File: src/rtl/sobs_pkg.sv
package sobs_pkg;

    localparam int DATA_WIDTH = 32;
    localparam logic [4:0] CAP_RESET = 5'd16;
    localparam logic signed [DATA_WIDTH-1:0] WORD_MIN = {1'b1, {(DATA_WIDTH-1){1'b0}}};

    typedef enum logic [1:0] {
        ACT_PUSH,
        ACT_POP,
        ACT_POP_AT,
        ACT_PEEK
    } action_t;

    typedef enum logic [1:0] {
        STAT_OK,
        STAT_EMPTY,
        STAT_BAD_INDEX,
        STAT_OVERFLOW
    } status_t;

    typedef enum logic [1:0] {
        S_IDLE,
        S_EXEC,
        S_PEEK2,
        S_READ
    } ctrl_state_t;

    typedef struct packed {
        action_t                       action;
        logic signed [DATA_WIDTH-1:0]  push_value;
        logic [3:0]                    stack_index;
    } cmd_t;

    typedef struct packed {
        logic signed [DATA_WIDTH-1:0]  read_value;
        status_t                       status;
        logic [4:0]                    live_stack_count;
    } rsp_t;

    typedef struct packed {
        logic wr;
        logic rd;
    } mem_op_t;

endpackage

File: src/rtl/sobs_ctrl.sv
module sobs_ctrl
    import sobs_pkg::*;
#(
    parameter int MAX_PLATES = 16,
    parameter int MAX_STACKS = 16,
    parameter int FW = 5,
    parameter int AW = 8
) (
    input  logic                  clk,
    input  logic                  rst_n,
    input  logic                  start,
    input  cmd_t                  cmd,
    input  logic [FW-1:0]         cap,
    output logic                  busy,
    output logic                  done,
    output rsp_t                  rsp,
    output mem_op_t               mem_op,
    output logic [AW-1:0]         mem_addr,
    output logic [DATA_WIDTH-1:0] mem_wdata,
    input  logic [DATA_WIDTH-1:0] mem_rdata
);

    localparam int SW = (MAX_STACKS > 1) ? $clog2(MAX_STACKS) : 1;
    localparam int CW = $clog2(MAX_STACKS + 1);

    ctrl_state_t   state_reg, state_next;
    cmd_t          cmd_reg, cmd_next;
    rsp_t          rsp_reg, rsp_next;
    logic          done_reg, done_next;
    logic [CW-1:0] live_reg, live_next;
    logic [FW-1:0] fill_reg [MAX_STACKS];

    logic          f_we;
    logic [SW-1:0] f_waddr;
    logic [FW-1:0] f_wdata;
    logic [SW-1:0] f_raddr;
    logic [FW-1:0] f_rd;

    logic [SW-1:0] top_s;
    logic [8:0]    idx_w;
    logic [SW-1:0] idx_s;
    logic [CW-1:0] base_l;
    logic [SW-1:0] ptop;
    logic [FW-1:0] pfill;
    logic          push_ok;

    function automatic logic [AW-1:0] word_addr(input logic [SW-1:0] s, input logic [FW-1:0] f);
        return AW'(AW'(s) * AW'(MAX_PLATES)) + AW'(f);
    endfunction

    assign top_s = SW'(live_reg - CW'(1));
    assign idx_w = 9'(cmd_reg.stack_index);
    assign idx_s = idx_w[SW-1:0];

    always_comb
    begin
        case (state_reg)
            S_EXEC:  f_raddr = (cmd_reg.action == ACT_POP_AT) ? idx_s : top_s;
            S_PEEK2: f_raddr = SW'(live_reg - CW'(2));
            default: f_raddr = top_s;
        endcase
    end

    assign f_rd = fill_reg[f_raddr];

    always_ff @(posedge clk or negedge rst_n)
    begin
        if (!rst_n)
        begin
            state_reg <= S_IDLE;
            done_reg  <= 1'b0;
            live_reg  <= CW'(1);
            for (int i = 0; i < MAX_STACKS; i++)
            begin
                fill_reg[i] <= '0;
            end
        end
        else
        begin
            state_reg <= state_next;
            done_reg  <= done_next;
            live_reg  <= live_next;
            if (f_we)
            begin
                fill_reg[f_waddr] <= f_wdata;
            end
        end
    end

    always_ff @(posedge clk)
    begin
        cmd_reg <= cmd_next;
        rsp_reg <= rsp_next;
    end

    always_comb
    begin
        state_next = state_reg;
        cmd_next   = cmd_reg;
        rsp_next   = rsp_reg;
        done_next  = 1'b0;
        live_next  = live_reg;
        f_we       = 1'b0;
        f_waddr    = top_s;
        f_wdata    = '0;
        mem_op     = '0;
        mem_addr   = '0;
        mem_wdata  = cmd_reg.push_value;
        base_l     = live_reg;
        ptop       = top_s;
        pfill      = f_rd;
        push_ok    = 1'b1;

        case (state_reg)
            S_IDLE:
            begin
                if (start)
                begin
                    cmd_next   = cmd;
                    state_next = S_EXEC;
                end
            end

            S_EXEC:
            begin
                case (cmd_reg.action)
                    ACT_PUSH:
                    begin
                        base_l = (live_reg == '0) ? CW'(1) : live_reg;
                        ptop   = SW'(base_l - CW'(1));
                        pfill  = (live_reg == '0) ? '0 : f_rd;
                        live_next = base_l;
                        if (pfill >= cap)
                        begin
                            if (base_l < CW'(MAX_STACKS))
                            begin
                                ptop      = SW'(base_l);
                                pfill     = '0;
                                live_next = base_l + CW'(1);
                            end
                            else
                            begin
                                push_ok = 1'b0;
                            end
                        end
                        if (push_ok)
                        begin
                            mem_op.wr = 1'b1;
                            mem_addr  = word_addr(ptop, pfill);
                            f_we      = 1'b1;
                            f_waddr   = ptop;
                            f_wdata   = pfill + FW'(1);
                        end
                        rsp_next.read_value       = WORD_MIN;
                        rsp_next.status           = push_ok ? STAT_OK : STAT_OVERFLOW;
                        rsp_next.live_stack_count = 5'(live_next);
                        done_next  = 1'b1;
                        state_next = S_IDLE;
                    end

                    ACT_POP:
                    begin
                        if (live_reg == '0)
                        begin
                            rsp_next.read_value       = WORD_MIN;
                            rsp_next.status           = STAT_EMPTY;
                            rsp_next.live_stack_count = 5'(live_reg);
                            done_next  = 1'b1;
                            state_next = S_IDLE;
                        end
                        else if (f_rd == '0)
                        begin
                            // drop the empty trailing sub-stack and look again
                            live_next = live_reg - CW'(1);
                        end
                        else
                        begin
                            f_we      = 1'b1;
                            f_waddr   = top_s;
                            f_wdata   = f_rd - FW'(1);
                            mem_op.rd = 1'b1;
                            mem_addr  = word_addr(top_s, f_rd - FW'(1));
                            state_next = S_READ;
                        end
                    end

                    ACT_POP_AT:
                    begin
                        if (idx_w >= 9'(live_reg) || idx_w >= 9'(MAX_STACKS))
                        begin
                            rsp_next.read_value       = WORD_MIN;
                            rsp_next.status           = STAT_BAD_INDEX;
                            rsp_next.live_stack_count = 5'(live_reg);
                            done_next  = 1'b1;
                            state_next = S_IDLE;
                        end
                        else if (f_rd == '0)
                        begin
                            rsp_next.read_value       = WORD_MIN;
                            rsp_next.status           = STAT_EMPTY;
                            rsp_next.live_stack_count = 5'(live_reg);
                            done_next  = 1'b1;
                            state_next = S_IDLE;
                        end
                        else
                        begin
                            f_we      = 1'b1;
                            f_waddr   = idx_s;
                            f_wdata   = f_rd - FW'(1);
                            mem_op.rd = 1'b1;
                            mem_addr  = word_addr(idx_s, f_rd - FW'(1));
                            state_next = S_READ;
                        end
                    end

                    ACT_PEEK:
                    begin
                        if (live_reg != '0 && f_rd != '0)
                        begin
                            mem_op.rd  = 1'b1;
                            mem_addr   = word_addr(top_s, f_rd - FW'(1));
                            state_next = S_READ;
                        end
                        else if (live_reg > CW'(1))
                        begin
                            state_next = S_PEEK2;
                        end
                        else
                        begin
                            rsp_next.read_value       = WORD_MIN;
                            rsp_next.status           = STAT_EMPTY;
                            rsp_next.live_stack_count = 5'(live_reg);
                            done_next  = 1'b1;
                            state_next = S_IDLE;
                        end
                    end

                    default:
                    begin
                        state_next = S_IDLE;
                    end
                endcase
            end

            S_PEEK2:
            begin
                if (f_rd != '0)
                begin
                    mem_op.rd  = 1'b1;
                    mem_addr   = word_addr(f_raddr, f_rd - FW'(1));
                    state_next = S_READ;
                end
                else
                begin
                    rsp_next.read_value       = WORD_MIN;
                    rsp_next.status           = STAT_EMPTY;
                    rsp_next.live_stack_count = 5'(live_reg);
                    done_next  = 1'b1;
                    state_next = S_IDLE;
                end
            end

            S_READ:
            begin
                rsp_next.read_value       = mem_rdata;
                rsp_next.status           = STAT_OK;
                rsp_next.live_stack_count = 5'(live_reg);
                done_next  = 1'b1;
                state_next = S_IDLE;
            end

            default:
            begin
                state_next = S_IDLE;
            end
        endcase
    end

    assign busy = (state_reg != S_IDLE);
    assign done = done_reg;
    assign rsp  = rsp_reg;

    assert property (@(posedge clk) disable iff (!rst_n)
        done_reg |-> $past(state_reg) != S_IDLE)
        else $error("result strobe without a transaction in flight");

    assert property (@(posedge clk) disable iff (!rst_n)
        (state_reg == S_IDLE && start) |=> state_reg == S_EXEC)
        else $error("accepted transaction did not start execution");

    assert property (@(posedge clk) disable iff (!rst_n)
        live_reg <= CW'(MAX_STACKS))
        else $error("live sub-stack count out of range");

    assert property (@(posedge clk) disable iff (!rst_n)
        !(mem_op.wr && mem_op.rd))
        else $error("word store read and written in one cycle");

    assert property (@(posedge clk) disable iff (!rst_n)
        (done_reg && rsp_reg.status == STAT_OVERFLOW) |-> live_reg == CW'(MAX_STACKS))
        else $error("overflow reported with a sub-stack still unopened");

endmodule

File: config.mk
export PLATFORM = sky130hd
export DESIGN_NAME = sobs_ctrl
export DESIGN_NICKNAME = d
export VERILOG_FILES = /design/src/rtl/sobs_pkg.sv /design/src/rtl/sobs_ctrl.sv
export SDC_FILE = /design/constraint.sdc
export NUM_CORES = 1
export LEC_CHECK = 0
export CAP_MARGIN = 30
export CORE_ASPECT_RATIO = 1.75
export CORE_MARGIN = 4
export CORE_UTILIZATION = 40
export CTS_CLUSTER_SIZE = 12
export DETAILED_ROUTE_END_ITERATION = 8
export DONT_BUFFER_PORTS = 1
export PLACE_DENSITY = 0.55
export SLEW_MARGIN = 20
export SYNTH_ARGS = -nofsm -noshare
export SYNTH_HDL_FRONTEND = slang
export SYNTH_SLANG_ARGS = --single-unit
File: constraint.sdc
create_clock -name clk -period 19.7 [get_ports clk]
set_input_delay 3.94 -clock clk [delete_from_list [all_inputs] [get_ports clk]]
set_output_delay 3.94 -clock clk [all_outputs]
set_load 0.05 [all_outputs]
==> impl_results.md <==
* Status: completed
* Final hold violation count at 0
* First-pass GRT wire length at 37700 um
* Syn. warnings at 0
* Crit start category: flip-flop
* Top cell type's share of synthesized area at 25.7%
* GRT overflow at 0
* Required time worst endpoint at 15.76 ns
* Diode count at 0
* TritonCTS clock tree: yes
* Max Cap Viol at 0
* Post-route setup TNS at 0 ns
* Synth Area in Compound Gates at between 10% and 20%
* Pre-antenna DRT Iters at 7
* Post-Syn Area at 0.00900 mm2
* Post-DRT Antenna Nets at 0
* Critical Path Fanout Max at 33
* Reg-to-reg startpoint: state_reg[0]
* Worst clock skew at 0.00942 ns
* CP Class: reg2out
* Die height at 206 um
* Wirelength per Cell at 23.7 um
* Synth-to-Final Area Change at 8.41%
* Top area cells in the synthesized netlist: edfxtp_1, dfrtp_1, mux2_2, ha_1, buf_4
* Post-CTS resize count at 0
* Register area share after synthesis at 50.2%
* Avg Cell Area, Syn at between 10 and 15 um2
* Top Ports at 161
* Total track usage at about a fifth
* Vias in the first global route at between 6k and 7k
* Crit-path slowest cell: ha_1
* Initial antenna violation count at 0
* Post-synth EDFFs at between 70 and 80
* Buf+Inv Stages, Crit Path at 4
* Worst-Margin Slew at 1.06 ns
* Post-Synth Simple-Gate Area at 13.0%
* Via count at 6199
* H-tree levels at 4
* Post-Synth Adder-Cell Area at 4.17%
* Worst Path Arrival at 7.41 ns
* IO Port Bufs at 0
* Post-Syn Nets at 914
* Fill cell count at 2114
* Ys async rst share at 53.3%
* Synth area leader: edfxtp_1
* Final nets at 876
* Critical-path cell list: inv_1 > ha_1 > nor2b_1 > nor2_1 > a21oi_4 > inv_2 > a211oi_1 > a2111oi_0 > nor4_2 > buf_4 > nor2_1 > ha_1 > a21o_1 > a21o_1 > a31oi_1 > nand2_1 > inv_1 > nand2_1 > a21boi_2
* CTS Buf Count at 17
* Max reg flops at 80
* Starting Density at 40.6%
* Number of placement rows at 72
* Overall die width at between 100 and 150 um
* Slew headroom at 29.5%
* Setup crit start: state_reg[0]
* Hold path start: fill_reg[21]
* CP peak stage delay at between 0.8 and 0.9 ns
* DRC Markers at 0
* Clock latency on the worst-skew pair at 0.45 ns
* Post-Synth XOR/XNOR Area at 2.14%
* Die area at between 0.02 and 0.03 mm2
* Share of layout cells above drive strength 1 at 19.7%
* WL final at 25500 um
* Yosys cell types at just over 70
* Hold crit path type: reg2reg
* Worst Setup End Kind: primary output
* Top FF cell, synth: dfrtp_1
* Max-slew violations at 0
* Number of setup buffers added after CTS at 0
* Setup violators final at 0
* Drt via density at about 5.8
* Worst-path clk slew at 0.06 ns
* GPL Wtd Cong at 0.922
* Clock Tree Root: clkbuf_16
* Reg area at about 0.0045 mm2
* Post-CTS Hold Buffers at 0
* Final worst path period need at 11.35 ns
* Starting DRC count in detailed routing at 387
* Worst path top cell family by delay: compound AO/OA/AOI/OAI gates
* Mapped Cells at about 810
* Final Cycle Share at 57.6%
* Synthesized flop and latch total at 165
* Multi-input gate area at 0.00397 mm2
* CTS Sinks at 165
* Multiplexer share of the synthesized area at between 10 and 15%
* Longest Clk Path Bufs at 2
* Core Area at 0.0222 mm2
* Fmax at 88.1 MHz
* RSZ-0062 raised after global routing: no
* Largest family of logic cells by synthesized area: simple AND/OR/NAND/NOR gates
* Largest net degree at the start of global routing at 89
* Detailed Place HPWL at 19400 um
cell families (layout without fill, tap and decap cells):
| kind of cell | Yosys count | count (layout) |
|---|---|---|
| AOI/OAI and AO/OA | 162 | 162 |
| xor gates and xnor gates | 22 | 22 |
| adders and majority gates | 30 | 30 |
| buffers and inverters | 107 | 82 |
| DFF | 165 | 165 |
| muxes | 97 | 97 |
| and+or+nand+nor | 223 | 223 |
synth_stat cells, types with 4 or more instances:
master / count
dfrtp_1: 87
a2111oi_0: 6
a211oi_1: 18
clkbuf_1: 35
edfxtp_1: 77
buf_4: 34
ha_1: 30
a22oi_1: 8
and3_1: 5
nand2_1: 57
and2_1: 36
inv_1: 28
nor2_1: 46
xor2_1: 8
a221oi_1: 4
mux4_2: 5
a21o_1: 9
nor2b_1: 7
o31ai_1: 4
mux2i_1: 10
a31oi_1: 6
nor4_1: 7
a21boi_0: 6
nand3_1: 24
or2_2: 4
nor3_1: 8
mux2_2: 78
a21oi_1: 46
nand2b_1: 7
buf_2: 6
xnor2_1: 14
nand3b_1: 5
o21ai_0: 26
cell type report:
class / instances / share of cell area [%]
Clock buffer: 22 / 4.77
Clock inverter: 10 / 1.47
Inverter: 30 / 1.15
Multi-Input combinational cell: 534 / 40.7
Sequential cell: 165 / 46.3
Tap cell: 296 / 3.80
Timing Repair Buffer: 20 / 1.82
per-stage QoR:
step | setup WS (ns) | cells | utilization (%) | cell area, um2 | hold WS [ns]
floorplan | 8.64 | 806 | - | 9000 | 0.459
global placement | 8.60 | 1034 | 40.7 | 9030 | 0.480
detailed placement | 8.62 | 1039 | 40.9 | 9070 | 0.480
CTS | 8.14 | 1071 | 43.7 | 9680 | 0.494
global route | 7.86 | 1077 | 44.0 | 9760 | 0.510
finish | 8.35 | 1077 | 44.0 | 9760 | 0.488
per-layer routing:
layer  up-vias  GRT usage, %  part of all wire (%)
li1       2816             -                     -
met1      3038          19.6                    33
met2       254          37.7                    55
met3        91          4.60                   4.7
met4         0          15.1                   7.2
met5         -             0                     0
layout by cell type (no fill, tap or decap), types with 8 or more instances in the layout:
| cell type | n |
|---|---|
| inv_1 | 28 |
| a22oi_1 | 8 |
| dfrtp_1 | 87 |
| nand3_1 | 24 |
| nor3_1 | 8 |
| mux2_2 | 78 |
| and2_1 | 36 |
| a21o_1 | 9 |
| clkbuf_16 | 18 |
| ha_1 | 30 |
| xor2_1 | 8 |
| buf_4 | 16 |
| a211oi_1 | 18 |
| o21ai_0 | 26 |
| xnor2_1 | 14 |
| nor2_1 | 42 |
| edfxtp_1 | 77 |
| nand2_1 | 57 |
| mux2i_1 | 10 |
| a21oi_1 | 46 |
final timing paths:
path | depth (start not counted) | slack, ns | endpoint
max | 19 | 8.35 | mem_addr[5]
min | 1 | 0.49 | fill_reg[21]
max reg2reg | 23 | 11.51 | fill_reg[20]
min reg2reg | 1 | 0.49 | fill_reg[21]
max in group asynchronous | 0 | 16.31 | live_reg[0]
min in group asynchronous | 0 | 3.19 | fill_reg[11]
worst reg2reg max path: stages (launching register included):
cell	delay, ns
dfrtp_1	0.39
inv_1	0.10
ha_1	0.82
nor2b_1	0.57
nor2_1	0.19
a21oi_4	0.46
inv_2	0.40
a211oi_1	0.63
a2111oi_0	0.19
nor4_2	0.24
buf_4	0.23
nor2_1	0.06
ha_1	0.27
a21o_1	0.17
a21o_1	0.20
a31oi_1	0.51
nand2_1	0.23
inv_1	0.52
o2bb2ai_1	0.19
o21ai_0	0.20
nand3_2	0.26
nor3b_2	0.32
nand3b_1	0.43
mux2_1	0.46
Power is not shown: default switching activity piles up to over one toggle a cycle in this logic, so the estimate is an artifact.
